**src/rtl/tmq_pkg.sv**
```systemverilog
// Package: shared transaction types and codes of the timer queue.
`timescale 1ns / 1ps

package tmq_pkg;

    localparam int TIMER_ID_W  = 4;
    localparam int DELAY_W     = 24;
    localparam int OPCODE_W    = 2;
    localparam int KIND_W      = 3;
    // A tick reports at most this many timers.
    localparam int MAX_FIRE    = 16;
    localparam int FIRE_CNT_W  = $clog2(MAX_FIRE + 1);

    localparam logic [OPCODE_W-1:0] OP_START  = 2'd0;
    localparam logic [OPCODE_W-1:0] OP_CANCEL = 2'd1;
    localparam logic [OPCODE_W-1:0] OP_TICK   = 2'd2;
    localparam logic [OPCODE_W-1:0] OP_RSVD   = 2'd3;

    localparam logic [KIND_W-1:0] EV_STARTED     = 3'd0;
    localparam logic [KIND_W-1:0] EV_ALREADY     = 3'd1;
    localparam logic [KIND_W-1:0] EV_CANCELLED   = 3'd2;
    localparam logic [KIND_W-1:0] EV_NOT_PENDING = 3'd3;
    localparam logic [KIND_W-1:0] EV_FIRED       = 3'd4;
    localparam logic [KIND_W-1:0] EV_NONE_FIRED  = 3'd5;

    typedef struct packed {
        logic [OPCODE_W-1:0]   opcode;
        logic [TIMER_ID_W-1:0] timer_id;
        logic [DELAY_W-1:0]    delay;
    } cmd_t;

    typedef struct packed {
        logic [KIND_W-1:0]     event_kind;
        logic [TIMER_ID_W-1:0] fired_id;
        logic                  last;
    } evt_t;

endpackage

```
**src/rtl/timer_queue_with_cancel.sv**
```systemverilog
// Top level: timer table with start, cancel and tick, expiry times kept in a RAM.
`timescale 1ns / 1ps
// Usage
//   cmd channel (cmd_valid / cmd_stall / cmd) carries one command per transaction:
//   start a timer at now + delay, cancel a timer, or advance time by one tick.
//   evt channel (evt_valid / evt_stall / evt) returns the results. Start and cancel
//   give exactly one event; a tick gives one "fired" event per expired timer
//   (earliest expiry first, then lowest id, at most 16) or one "nothing fired".
//   The final event of every command has last set.
// Timing and throughput
//   Start and cancel: event appears the cycle after acceptance, one command per
//   cycle while the evt side drains.
//   Tick: each scan reads the expiry RAM once per timer and ends in the emit state;
//   nothing expired takes one scan. Firing k timers runs k + 1 scans; at the cap of
//   16 the closing scan is skipped. The single RAM read port paces the scans, and
//   receiver stalls lengthen a tick.
// Reset
//   Time returns to zero and every timer is idle. The RAM is not cleared; an entry's
//   contents only count while its timer is pending, so no clearing pass is needed.
// Stall
//   A stalled event is held in the output register. New commands are taken only
//   when the block is idle and the output register is empty or draining.

module timer_queue_with_cancel #(
    parameter int NUM_TIMERS = 16,
    parameter int TIME_BITS  = 32,
    parameter int DELAY_BITS = 24
) (
    input  logic          clk,
    input  logic          rst_n,
    input  logic          cmd_valid,
    output logic          cmd_stall,
    input  tmq_pkg::cmd_t cmd,
    output logic          evt_valid,
    input  logic          evt_stall,
    output tmq_pkg::evt_t evt
);

    localparam int IW   = (NUM_TIMERS > 1) ? $clog2(NUM_TIMERS) : 1;
    localparam int CW   = $clog2(NUM_TIMERS + 1);
    localparam int IDW  = tmq_pkg::TIMER_ID_W;
    localparam int DLW  = tmq_pkg::DELAY_W;
    localparam logic [IW-1:0] LAST_IX = IW'(NUM_TIMERS - 1);
    localparam logic [CW-1:0] NUM_T   = CW'(NUM_TIMERS);

    // One-hot sequencer states.
    typedef enum logic [2:0] {
        S_IDLE = 3'b001,
        S_SCAN = 3'b010,
        S_EMIT = 3'b100
    } state_t;

    state_t                          state_reg, state_next;
    logic [TIME_BITS-1:0]            cur_reg, cur_next;
    logic [NUM_TIMERS-1:0]           pend_reg, pend_next;
    logic [CW-1:0]                   rd_ptr_reg, rd_ptr_next;
    logic                            rd_vld_reg, rd_vld_next;
    logic [IW-1:0]                   rd_idx_reg, rd_idx_next;
    logic                            best_found_reg, best_found_next;
    logic [TIME_BITS-1:0]            best_age_reg, best_age_next;
    logic [IW-1:0]                   best_idx_reg, best_idx_next;
    logic                            scan_found_reg, scan_found_next;
    logic [IW-1:0]                   scan_idx_reg, scan_idx_next;
    logic                            hold_vld_reg, hold_vld_next;
    logic [IW-1:0]                   hold_idx_reg, hold_idx_next;
    logic [tmq_pkg::FIRE_CNT_W-1:0]  cnt_reg, cnt_next;
    logic                            out_valid_reg, out_valid_next;
    tmq_pkg::evt_t                   out_reg, out_next;

    // Expiry RAM: one write port (start), one registered read port (scan).
    logic [TIME_BITS-1:0]            exp_mem [NUM_TIMERS];
    logic [TIME_BITS-1:0]            rd_data_reg;
    logic                            mem_we;
    logic                            mem_re;
    logic [IW-1:0]                   mem_wa;
    logic [IW-1:0]                   mem_ra;
    logic [TIME_BITS-1:0]            mem_wd;

    logic                            out_free;
    logic                            cmd_acc;
    logic                            in_range;
    logic [IW+IDW-1:0]               id_wide;
    logic [IW-1:0]                   id_ix;
    logic [DLW-1:0]                  dly_mask;
    logic [TIME_BITS+DLW-1:0]        dly_wide;
    logic [TIME_BITS-1:0]            age;
    logic                            expired;
    logic                            better;
    logic [IDW+IW-1:0]               hold_wide;

    assign out_free  = !out_valid_reg || !evt_stall;
    assign cmd_stall = !((state_reg == S_IDLE) && out_free);
    assign cmd_acc   = cmd_valid && !cmd_stall;
    assign evt_valid = out_valid_reg;
    assign evt       = out_reg;

    assign in_range  = 32'(cmd.timer_id) < 32'(NUM_TIMERS);
    assign id_wide   = {{IW{1'b0}}, cmd.timer_id};
    assign id_ix     = id_wide[IW-1:0];
    assign hold_wide = {{IDW{1'b0}}, hold_idx_reg};

    // Keep only the low DELAY_BITS bits of the delay.
    always_comb
    begin
        for (int b = 0; b < DLW; b++)
        begin
            dly_mask[b] = cmd.delay[b] & (b < DELAY_BITS);
        end
    end
    assign dly_wide = {{TIME_BITS{1'b0}}, dly_mask};

    assign mem_wa = id_ix;
    assign mem_wd = cur_reg + dly_wide[TIME_BITS-1:0];
    assign mem_ra = rd_ptr_reg[IW-1:0];

    // Wrap-aware expiry test on the entry returned by the RAM.
    assign age     = cur_reg - rd_data_reg;
    assign expired = pend_reg[rd_idx_reg] && !age[TIME_BITS-1];
    assign better  = rd_vld_reg && expired && (!best_found_reg || (age > best_age_reg));

    always_ff @(posedge clk)
    begin
        if (mem_we)
        begin
            exp_mem[mem_wa] <= mem_wd;
        end
        if (mem_re)
        begin
            rd_data_reg <= exp_mem[mem_ra];
        end
    end

    always_comb
    begin
        state_next      = state_reg;
        cur_next        = cur_reg;
        pend_next       = pend_reg;
        rd_ptr_next     = rd_ptr_reg;
        rd_vld_next     = rd_vld_reg;
        rd_idx_next     = rd_idx_reg;
        best_found_next = best_found_reg;
        best_age_next   = best_age_reg;
        best_idx_next   = best_idx_reg;
        scan_found_next = scan_found_reg;
        scan_idx_next   = scan_idx_reg;
        hold_vld_next   = hold_vld_reg;
        hold_idx_next   = hold_idx_reg;
        cnt_next        = cnt_reg;
        out_next        = out_reg;
        mem_we          = 1'b0;
        mem_re          = 1'b0;
        out_valid_next  = out_valid_reg && evt_stall;

        unique case (state_reg)
            S_IDLE:
            begin
                if (cmd_acc)
                begin
                    out_next.fired_id = cmd.timer_id;
                    out_next.last     = 1'b1;
                    unique case (cmd.opcode)
                        tmq_pkg::OP_START:
                        begin
                            out_valid_next = 1'b1;
                            if (!in_range)
                            begin
                                out_next.event_kind = tmq_pkg::EV_NOT_PENDING;
                            end
                            else if (pend_reg[id_ix])
                            begin
                                out_next.event_kind = tmq_pkg::EV_ALREADY;
                            end
                            else
                            begin
                                pend_next[id_ix]    = 1'b1;
                                mem_we              = 1'b1;
                                out_next.event_kind = tmq_pkg::EV_STARTED;
                            end
                        end
                        tmq_pkg::OP_CANCEL:
                        begin
                            out_valid_next = 1'b1;
                            if (in_range && pend_reg[id_ix])
                            begin
                                pend_next[id_ix]    = 1'b0;
                                out_next.event_kind = tmq_pkg::EV_CANCELLED;
                            end
                            else
                            begin
                                out_next.event_kind = tmq_pkg::EV_NOT_PENDING;
                            end
                        end
                        tmq_pkg::OP_TICK:
                        begin
                            // Advance time, then start the first scan.
                            cur_next        = cur_reg + TIME_BITS'(1);
                            rd_ptr_next     = '0;
                            rd_vld_next     = 1'b0;
                            best_found_next = 1'b0;
                            hold_vld_next   = 1'b0;
                            cnt_next        = '0;
                            state_next      = S_SCAN;
                        end
                        tmq_pkg::OP_RSVD:
                        begin
                            // Drop: no state change, no event.
                        end
                        default:
                        begin
                        end
                    endcase
                end
            end
            S_SCAN:
            begin
                mem_re      = rd_ptr_reg < NUM_T;
                rd_vld_next = mem_re;
                rd_idx_next = rd_ptr_reg[IW-1:0];
                if (mem_re)
                begin
                    rd_ptr_next = rd_ptr_reg + CW'(1);
                end
                if (better)
                begin
                    best_found_next = 1'b1;
                    best_age_next   = age;
                    best_idx_next   = rd_idx_reg;
                end
                if (rd_vld_reg && (rd_idx_reg == LAST_IX))
                begin
                    scan_found_next = best_found_reg || better;
                    scan_idx_next   = better ? rd_idx_reg : best_idx_reg;
                    state_next      = S_EMIT;
                end
            end
            S_EMIT:
            begin
                if (hold_vld_reg)
                begin
                    // Release the held timer; it is final unless this scan found more.
                    if (out_free)
                    begin
                        out_valid_next      = 1'b1;
                        out_next.event_kind = tmq_pkg::EV_FIRED;
                        out_next.fired_id   = hold_wide[IDW-1:0];
                        out_next.last       = !scan_found_reg;
                        hold_vld_next       = 1'b0;
                        if (!scan_found_reg)
                        begin
                            state_next = S_IDLE;
                        end
                    end
                end
                else if (scan_found_reg)
                begin
                    // Clear and hold the winner; a next scan, if any, tells if it is last.
                    pend_next[scan_idx_reg] = 1'b0;
                    hold_vld_next           = 1'b1;
                    hold_idx_next           = scan_idx_reg;
                    scan_found_next         = 1'b0;
                    cnt_next                = cnt_reg + tmq_pkg::FIRE_CNT_W'(1);
                    if (cnt_reg != tmq_pkg::FIRE_CNT_W'(tmq_pkg::MAX_FIRE - 1))
                    begin
                        rd_ptr_next     = '0;
                        rd_vld_next     = 1'b0;
                        best_found_next = 1'b0;
                        state_next      = S_SCAN;
                    end
                end
                else if (out_free)
                begin
                    out_valid_next      = 1'b1;
                    out_next.event_kind = tmq_pkg::EV_NONE_FIRED;
                    out_next.fired_id   = '0;
                    out_next.last       = 1'b1;
                    state_next          = S_IDLE;
                end
            end
            default:
            begin
                state_next = S_IDLE;
            end
        endcase
    end

    always_ff @(posedge clk or negedge rst_n)
    begin
        if (!rst_n)
        begin
            state_reg      <= S_IDLE;
            cur_reg        <= '0;
            pend_reg       <= '0;
            rd_ptr_reg     <= '0;
            rd_vld_reg     <= 1'b0;
            best_found_reg <= 1'b0;
            scan_found_reg <= 1'b0;
            hold_vld_reg   <= 1'b0;
            cnt_reg        <= '0;
            out_valid_reg  <= 1'b0;
        end
        else
        begin
            state_reg      <= state_next;
            cur_reg        <= cur_next;
            pend_reg       <= pend_next;
            rd_ptr_reg     <= rd_ptr_next;
            rd_vld_reg     <= rd_vld_next;
            best_found_reg <= best_found_next;
            scan_found_reg <= scan_found_next;
            hold_vld_reg   <= hold_vld_next;
            cnt_reg        <= cnt_next;
            out_valid_reg  <= out_valid_next;
        end
    end

    always_ff @(posedge clk)
    begin
        rd_idx_reg   <= rd_idx_next;
        best_age_reg <= best_age_next;
        best_idx_reg <= best_idx_next;
        scan_idx_reg <= scan_idx_next;
        hold_idx_reg <= hold_idx_next;
        out_reg      <= out_next;
    end

endmodule

```
**config.mk**
```make
export PLATFORM = sky130hd
export DESIGN_NAME = timer_queue_with_cancel
export DESIGN_NICKNAME = d
export VERILOG_FILES = /design/src/rtl/tmq_pkg.sv /design/src/rtl/timer_queue_with_cancel.sv
export SDC_FILE = /design/constraint.sdc
export NUM_CORES = 1
export LEC_CHECK = 0
export BUFFER_PORTS_ARGS = -buffer_cell sky130_fd_sc_hd__buf_2
export CAP_MARGIN = 20
export CELL_PAD_IN_SITES_DETAIL_PLACEMENT = 2
export CELL_PAD_IN_SITES_GLOBAL_PLACEMENT = 2
export CORE_UTILIZATION = 45
export DETAILED_ROUTE_END_ITERATION = 10
export PLACE_DENSITY_LB_ADDON = 0.05
export SLEW_MARGIN = 20
export SYNTH_ARGS = -nofsm -noshare
export SYNTH_HDL_FRONTEND = slang
export SYNTH_SLANG_ARGS = --single-unit
```
**constraint.sdc**
```tcl
create_clock -name clk -period 6.72 [get_ports clk]
set_input_delay 1.344 -clock clk [delete_from_list [all_inputs] [get_ports clk]]
set_output_delay 1.344 -clock clk [all_outputs]
set_load 0.02 [all_outputs]
```
After elaboration in Yosys (flattened, before gate mapping)

Memory sizes are Yosys's and may differ from the RTL's. A register that Yosys moved wholly into a read port is not among the register bits.
Cells that the tools add are included.

Register bits: 122
Latch bits: 0
RAM bits: 512
ROM bits: 0
Input port bits: 34
Logic and storage cells: 171
Memories kept: 1

Add/sub/neg operators: 5
Multiply operators: 0
Divide/modulo/power cells: 0
Order comparisons: 7
Equality and inequality tests: 24
Shifts and indexed selects: 0
Mux-type cells: 73
Bitwise logic cells: 6
Reduce and logical (&&, ||, !) cells: 37

Memory list:

| name    | words | width | rd ports | clocked after memory_dff | wr ports | RTL line                      | text |
|---|---|---|---|---|---|---|---|
| exp_mem | 16    | 32    | 1        | 1                        | 1        | timer_queue_with_cancel.sv:71 | `logic [TIME_BITS-1:0] exp_mem [NUM_TIMERS];` |

Operator list:

| kind                    | number |
|---|---|
| $mux W16                | 5 |
| $pmux W16 S2            | 2 |
| $mux W5                 | 8 |
| $mux W8                 | 5 |
| $add A32 B1 Y32 const B | 1 |
| $add A32 B24 Y32        | 1 |
| $and A16 B16 Y16        | 2 |
| $gt A32 B32 Y1          | 1 |
| $not A16 Y16            | 2 |
| $sub A32 B32 Y32        | 1 |
| $mux W1                 | 29 |
| $reduce_and A7 Y1       | 4 |
| $mux W3                 | 9 |
| $ne A3 B3 Y1 const B    | 7 |
| $ne A2 B2 Y1 const B    | 8 |
| $or A16 B16 Y16         | 1 |
| $pmux W8 S2             | 1 |
| $lt A4 B5 Y1 const B    | 3 |
| $pmux W5 S3             | 1 |
| $reduce_and A3 Y1       | 4 |
| $add A5 B1 Y5 const B   | 2 |
| $pmux W5 S2             | 1 |
| $reduce_and A5 Y1       | 2 |
| $logic_and A1 B1 Y1     | 9 |
| 28 further kinds        | 43 |

Longest topological paths before layout

Gate-level depths: netlist of the first run.

Depth after elaboration: 10
Gate-level depth with buffers: 20
Depth with buffers taken out: 20

Worst setup path after synthesis of the first run

Ideal clock, no wire load.

Path type: register to register
Start point: register cur_reg[0]
End point: register best_age_reg[0] (enable)
Library setup time: 0.374 ns
Data arrival time: 4.490 ns
Data required time: 6.346 ns
Path slack: 1.856 ns
Cell stages (with the launch flop): 20
Buffers on the path: 0
Path through: dfrtp_1 inv_1 ha_1 fa_1 nor2b_1 o211ai_1 a211oi_1 nor2_1 o41ai_1 a21o_1 a31oi_1 xnor2_1 ha_1 nand2_1 nor3_1 nand2_1 or3_1 a311oi_1 o211a_4 and2_2

Elaborated cells between the ends (all ways): 8
Classes of those cells: add/sub (1); order compare (1); reduce/logical (6)

RTL lines:

| item                        | RTL line                       | text |
|---|---|---|
| start, declared             | timer_queue_with_cancel.sv:54  | `logic [TIME_BITS-1:0] cur_reg, cur_next;` |
| start signal, assigned      | timer_queue_with_cancel.sv:304 | `cur_reg <= cur_next;` |
| $sub A32 B32 Y32            | timer_queue_with_cancel.sv:117 | `assign age = cur_reg - rd_data_reg;` |
| named net age[26]           | timer_queue_with_cancel.sv:86  | `logic [TIME_BITS-1:0] age;` |
| $gt A32 B32 Y1              | timer_queue_with_cancel.sv:119 | `assign better = rd_vld_reg && expired && (!best_found_reg \|\| (age > best_age_reg));` |
| $logic_or A1 B1 Y1          | timer_queue_with_cancel.sv:119 |  |
| $logic_and A1 B1 Y1         | timer_queue_with_cancel.sv:119 |  |
| $reduce_and A2 Y1 (no line) | --                             |  |
| end signal, assigned        | timer_queue_with_cancel.sv:319 | `best_age_reg <= best_age_next;` |
| end, declared               | timer_queue_with_cancel.sv:60  | `logic [TIME_BITS-1:0] best_age_reg, best_age_next;` |

The timed path passes the listed nets, and every way through them passes these cells.
A chain may end at the register's enable or synchronous reset.

Final worst setup path of the first run

Start point: register cur_reg[0]
End point: register best_age_reg[1] (enable)

Same word-level chain as after synthesis.

==> results of run 1 <==
[power by group through the flow]
stage               Clock, W  Sequential, W  Combinational, W
finish               0.00404        0.00496           0.00210
global route         0.00425        0.00498           0.00228
CTS                  0.00412        0.00496           0.00214
detailed placement         0        0.00505           0.00213
global placement           0        0.00504           0.00207
floorplan                  0        0.00497           0.00150
[synth_stat cells (10+ instances only)]
| master | n |
|---|---|
| inv_1 | 84 |
| nand3_1 | 35 |
| ha_1 | 91 |
| or3_1 | 10 |
| a21o_1 | 21 |
| nor2_1 | 64 |
| buf_1 | 16 |
| xor2_1 | 37 |
| nand2b_1 | 19 |
| clkbuf_1 | 40 |
| a21oi_1 | 51 |
| mux4_2 | 169 |
| and3_1 | 10 |
| o21ai_0 | 60 |
| dfrtp_1 | 65 |
| nor2b_1 | 10 |
| nand4_1 | 15 |
| xnor2_1 | 55 |
| a211oi_1 | 13 |
| a31oi_1 | 24 |
| edfxtp_1 | 600 |
| o21ai_1 | 15 |
| o211ai_1 | 11 |
| nand2_1 | 81 |
| nor3_1 | 25 |
[layout make-up]
type	instances	area (um^2)	area share (%)
tap	855	1070	3.217
sequential	666	19680	59.18
multi-input combinational	918	9295	27.95
inverter	86	322.8	0.9707
clock buffer	103	2012	6.050
timing repair buffer	75	483.0	1.452
clock inverter	36	394.1	1.185
[worst reg2reg max path, cell delays in order (launching register included)]
cell and delay, ns:
dfrtp_1 0.44, inv_1 0.07, ha_1 0.23, fa_1 0.41, nor2b_1 0.17, o211ai_1 0.16, a211oi_1 0.48, nor2_1 0.20
o41ai_1 0.52, a21o_1 0.24, a31oi_1 0.11, xnor2_1 0.17, ha_1 0.29, nand2_1 0.06, nor3_1 0.27, nand2_1 0.11
or3_1 0.40, a311oi_1 0.31, o211a_4 0.27, and2_2 0.71
[final timing paths]
kind,start,endpoint,cells past startpoint
min in group asynchronous,rst_n,evt_valid,1
max reg2reg,cur_reg[0],best_age_reg[1],19
min,cnt_reg[4],cnt_reg[4],2
max in group asynchronous,rst_n,rd_ptr_reg[1],1
min reg2reg,cnt_reg[4],cnt_reg[4],2
max,cur_reg[0],best_age_reg[1],19
[logic make-up after synthesis]
family / Yosys count
compound gates: 252
xor+xnor: 92
fa+ha+maj: 93
buf+inv: 145
flops: 666
mux: 176
simple gates: 305
[through the flow]
stage	utilization [%]	total power [W]	cells	hold slack, ns	cell area, um^2
final	51.68	0.01111	2739	0.5043	33260
after global routing	51.68	0.01151	2739	0.5502	33260
after CTS	51.45	0.01123	2739	0.5131	33110
after detailed placement	47.71	0.007179	2600	0.5014	30700
after global placement	47.71	0.007110	2600	0.4847	30700
after floorplan	-	0.006465	1729	0.4231	29250
[routing by layer]
layer	share of wire (%)	vias to the layer above	track usage, %
met5	0	-	0
met4	3.1	0	8.317
met3	4.1	137	3.989
met2	52	370	45.50
met1	41	8771	32.66
li1	-	7076	-
==> summary.txt, run 1 <==
largest family of logic cells by synthesized area - multiplexers
Avg Inst Size Synth - 16.92 um^2
startpoint types - flip-flop
internal power - 0.008069 W
largest net degree at the start of global routing - 87
outcome - finished clean
Worst path top cell family by delay - compound AO/OA/AOI/OAI gates
grt ovf - 0
Synth area leader - edfxtp_1
first-pass GRT wire length - 123000 um
Comb power frac - 18.9%
core box area - 64350 um^2
crit path cell chain - inv_1 > ha_1 > fa_1 > nor2b_1 > o211ai_1 > a211oi_1 > nor2_1 > o41ai_1 > a21o_1 > a31oi_1 > xnor2_1 > ha_1 > nand2_1 > nor3_1 > nand2_1 > or3_1 > a311oi_1 > o211a_4 > and2_2
Max Root-Sink Buffers - 3
Post-Synth Simple-Gate Area - 5.172%
Setup WS pre-CTS - 0.6882 ns
fin crit period - 6.013 ns
Setup CP Type - reg2reg
peak supply drop - 0.2429 mV
sequential share of the synthesized area - 67.26%
critical-path maximum fanout - 32
Clk Latency, worst-skew pair - 0.64 ns
WP data arrival - 6.25 ns
Yosys Warn Count - 0
Via density - 5.971
area grow syn2layout - 13.71%
Largest Register - exp_mem
ys async rst share - 9.910%
hold_buf cts - 0
most common cell after layout, fill and taps aside - edfxtp_1
multiplexer area fraction after synthesis - 13.33%
Clk pin slew, worst setup/hold paths - 0.05 ns
syn nets - 1856
#FFs+latches synth - 666
CTS Sinks - 666
dpl hpwl - 49560 um
CTS H-tree depth - 3
Max Fclk - 166.3 MHz
Pre-antenna DRT Iters - 5
initial antenna violation count - 0
WP data required - 6.96 ns
die area - 66020 um^2
xor/xnor cell area share of the yosys netlist - 2.755%
row cnt - 93
CTS resizes - 0
most frequent cells in the layout - edfxtp_1, mux4_2, ha_1
switching pwr - 0.003038 W
Clock Power Share - 36.4%
cts bufs inserted - 75
unrepaired setup endpoints after global routing - false
final worst setup slack - 0.7069 ns
Initial Util - 45.45%
antenna fix cells - 0
Seq pwr share - 44.7%
CTS tree - built
vias in the first global route - 18170
Crit path buffers/inverters - 1
layout cells sized above 1 - 21.92%
Synth Area in Adders - 4.030%
Worst Hold Class - reg2reg
nets@finish - 1949
routed wire length - 83270 um
final worst-path cycle share - 89.48%
Post-synth EDFFs - 600
Synth Instances - 1729
Max Slew Vio Count - 0
gr usage total - 25.81%
via count - 16350
Worst Skew - 0.03384 ns
Die Height - 256.9 um
Worst slew margin - 27.74%
Fin. Hold Viols - 0
power per cell area - 334.0 nW/um^2
DRT iter0 DRCs - 1127
Sw Ratio - 27.35%
top cell type's share of synthesized area - 61.60%
Synth area leaders - edfxtp_1, mux4_2, dfrtp_1
Main synth FF type - edfxtp_1
CP max stage delay - 0.71 ns
Port Buffer Count - 43
critical path's slowest cell - and2_2
Cell variety after synth - 70
post-route ant nets - 0
Critical Path Sink Type - flip-flop
max-cap violations - 0
reg2reg setup slack - 0.71 ns
DRC violations left - 0
Slew @ Worst Pin - 1.080 ns
Setup Fix Bufs, Post-CTS - 0
Root Driver - clkbuf_16
DIE WIDTH - 256.9 um
FILL cells - 5724
synthesized area - 29250 um^2
IO Pins - 44
Placer Congestion - 0.8101
compound-gate portion of the synthesized area - 5.544%
Setup-failing EPs final - 0
Leak - 11.81 nW
Largest register FFs - 512
final setup TNS - 0 ns
WL/cell - 30.40 um
Power figures use the tool's default switching activity.
==> run 2, diff against run 1 <==
Settings changed: ABC_AREA set to 1, CORE_UTILIZATION 45 to 43.
==> run 2 against run 1 <==
Hold slack better by 0.0097 ns; non-clock buffer count up 14; clock skew up 0.0053 ns; routed wire length up 35%; highest routed layer is now met5.
==> summary.txt, run 2 <==
outcome - finished clean
cts bufs inserted - 74 (-1.3%)
Power Total - 0.008807 W (-21%)
most common cell after layout, fill and taps aside - edfxtp_1
row cnt - 98 (+5.4%)
dpl cell area - 32590 um^2 (+6.2%)
top-count cell post-synth - edfxtp_1
final setup TNS - 0 ns (unchanged)
critical path's slowest cell - o21ai_0
Synth area leaders - edfxtp_1, nand2_1, o21ai_0
WP data required - 6.99 ns (+0.03 ns)
CTS tree - built
power per cell area - 251.4 nW/um^2 (-25%)
Post-synth EDFFs - 600 (unchanged)
hold_buf cts - 0 (unchanged)
nets@finish - 3085 (+58%)
top cell type's share of synthesized area - 57.86% (-3.7 points)
synthesized area - 31140 um^2 (+6.5%)
met3 Use GR - 3.719% (-0.27 points)
CTS Sinks - 666 (unchanged)
sequential share of the synthesized area - 63.16% (-4.1 points)
layout cells sized above 1 - 8.629% (-13 points)
Leak - 12.88 nW (+9.0%)
CTS H-tree depth - 3 (unchanged)
Synth area leader - edfxtp_1
reg2reg setup slack - 1.86 ns (+1.16 ns)
fin crit period - 4.858 ns (-1.155 ns)
Initial Util - 43.49% (-2.0 points)
most frequent cells in the layout - edfxtp_1, nand2_1, nor2_1
multi-input logic area - 10410 um^2 (+12%)
Setup Fix Bufs, Post-CTS - 0 (unchanged)
hold path depth - 2 (unchanged)
critical-path maximum fanout - 32 (unchanged)
Main synth FF type - edfxtp_1
worst reg2reg endpoint - best_age_reg[1]
Yosys Warn Count - 0 (unchanged)
Sequential Area - 19680 um^2 (about the same)
Setup CP Type - reg2reg
DRT iter0 DRCs - 1726 (+53%)
grt ovf - 0 (unchanged)
WL/cell - 28.40 um (-6.6%)
M2 GR Usage - 54.35% (+8.9 points)
max-cap violations - 0 (unchanged)
DRC violations left - 0 (unchanged)
Via density - 5.938 (-0.55%)
Setup-failing EPs final - 0 (unchanged)
GR Util met1 - 39.35% (+6.7 points)
Worst Skew - 0.03916 ns (+0.005318 ns)
Critical Path Sink Type - flip-flop
initial antenna violation count - 2 (+2)
Cell variety after synth - 55 (-21%)
routed wire length - 112600 um (+35%)
Synth Instances - 2913 (+68%)
dpl hpwl - 71200 um (+44%)
IO Pins - 44 (unchanged)
Avg Inst Size Synth - 10.69 um^2 (-37%)
die area - 73500 um^2 (+11%)
startpoint types - flip-flop
busiest layer in global routing - met2
fin area - 35040 um^2 (+5.3%)
Critical R2R Launch - cur_reg[0]
first-pass GRT wire length - 168700 um (+37%)
ys async rst share - 9.910% (unchanged)
via count - 23540 (+44%)
core box area - 71610 um^2 (+11%)
cell mode on critical path - nand2_1
Slew @ Worst Pin - 1.068 ns (-0.01196 ns)
Max Fclk - 205.8 MHz (+24%)
Max Root-Sink Buffers - 3 (unchanged)
area grow syn2layout - 12.51%
peak supply drop - 0.2349 mV (-3.3%)
vias in the first global route - 26250 (+44%)
largest net degree at the start of global routing - 183 (+110%)
CP max stage delay - 0.55 ns (-0.16 ns)
CTS resizes - 0 (unchanged)
Placer Congestion - 0.9213 (+14%)
Largest register FFs - 512 (unchanged)
unrepaired setup endpoints after global routing - false
syn nets - 3040 (+64%)
post-route ant nets - 0 (unchanged)
Largest Register - exp_mem
Clk pin slew, worst setup/hold paths - 0.06 ns (about the same)
FILL cells - 7297 (+27%)
WP data arrival - 5.13 ns (-1.12 ns)
Pre-antenna DRT Iters - 5 (unchanged)
Fin. Hold Viols - 0 (unchanged)
Die Height - 271.1 um (+5.5%)
#FFs+latches synth - 666 (unchanged)
Worst Hold Class - reg2reg
crit path cell chain - inv_1 > ha_1 > fa_1 > nor3_1 > nor2_1 > o21ai_0 > nand4_1 > nand2_1 > xor2_1 > ha_1 > nand2_1 > nor2_1 > nand4_1 > nor3b_1 > nand2_1 > nand2_1 > nand2_1 > nand2_1 > nand2_1 > nor2_2 > buf_4
Max Slew Vio Count - 0 (unchanged)
Worst slew margin - 28.03% (+0.29 points)
Clk Latency, worst-skew pair - 0.65 ns (about the same)
gr usage total - 30.77% (+5.0 points)
Reg2Reg Depth - 21 (+2)
final worst-path cycle share - 72.29% (-17 points)
DIE WIDTH - 271.1 um (+5.5%)
Port Buffer Count - 43 (unchanged)
Root Driver - clkbuf_16
Commonest cells post-synth - edfxtp_1, nand2_1, nor2_1, o21ai_0, inv_1
==> run 2: report_power, final <==
part / internal (W) / switching, W
Clock: 0.00220 / 0.00178
Combinational: 0.0000594 / 0.000209
Sequential: 0.00455 / 0.00000942
Total: 0.00681 / 0.00200
==> run 2: worst max-delay path by stage <==
| stage | from | end | slack (ns) | cells after the start |
|---|---|---|---|---|
| after detailed placement | cmd[0] | exp_mem[2][22] | 1.53 | 10 |
| after CTS | cur_reg[0] | best_age_reg[13] | 1.84 | 21 |
| after global placement | cmd[0] | exp_mem[0][22] | 1.98 | 10 |
| final | cur_reg[0] | best_age_reg[1] | 1.86 | 21 |
| after global routing | cur_reg[0] | best_age_reg[13] | 1.52 | 21 |
| after floorplan | cur_reg[0] | best_age_reg[0] | 1.76 | 22 |
==> run 2: cell type report <==
| type | instances | area share, % |
|---|---|---|
| Antenna cell | 1 | 0.007142 |
| Clock inverter | 36 | 1.050 |
| Tap cell | 950 | 3.393 |
| Inverter | 225 | 2.428 |
| Sequential cell | 666 | 56.17 |
| Clock buffer | 95 | 5.596 |
| Multi-Input combinational cell | 1902 | 29.71 |
| Timing Repair Buffer | 89 | 1.653 |
==> run 2: per-stage QoR <==
stage          utilization, %  cells  setup slack, ns  hold WS, ns
2_1_floorplan               -   2913            1.760       0.4478
3_3_place_gp            45.47   3831            1.977       0.4723
3_5_place_dp            45.51   3831            1.528       0.5039
4_1_cts                 48.76   3962            1.837       0.5208
5_1_grt                 48.92   3963            1.521       0.5623
6_report                48.93   3964            1.862       0.5140
==> run 2: critical path: cells and delay by family (launching register included) <==
kind | cells | cell delay [ns]
and+or+nand+nor | 14 | 1.87
adders and majority gates | 3 | 1.02
AOI/OAI and AO/OA | 1 | 0.55
buffers and inverters | 2 | 0.53
DFF | 1 | 0.40
xor gates and xnor gates | 1 | 0.09
==> run 2: logic make-up after synthesis <==
group	Yosys count	share of synthesized area, %
xor+xnor	82	2.306
buf+inv	345	4.307
fa+ha+maj	93	3.785
flops	666	63.16
simple gates	1097	14.80
compound gates	630	11.64
==> run 2: layer usage <==
layer,share of wire [%],wire (um)
met5,0.012,13
met4,3.0,3343
met3,3.9,4405
met2,51,57240
met1,42,47570
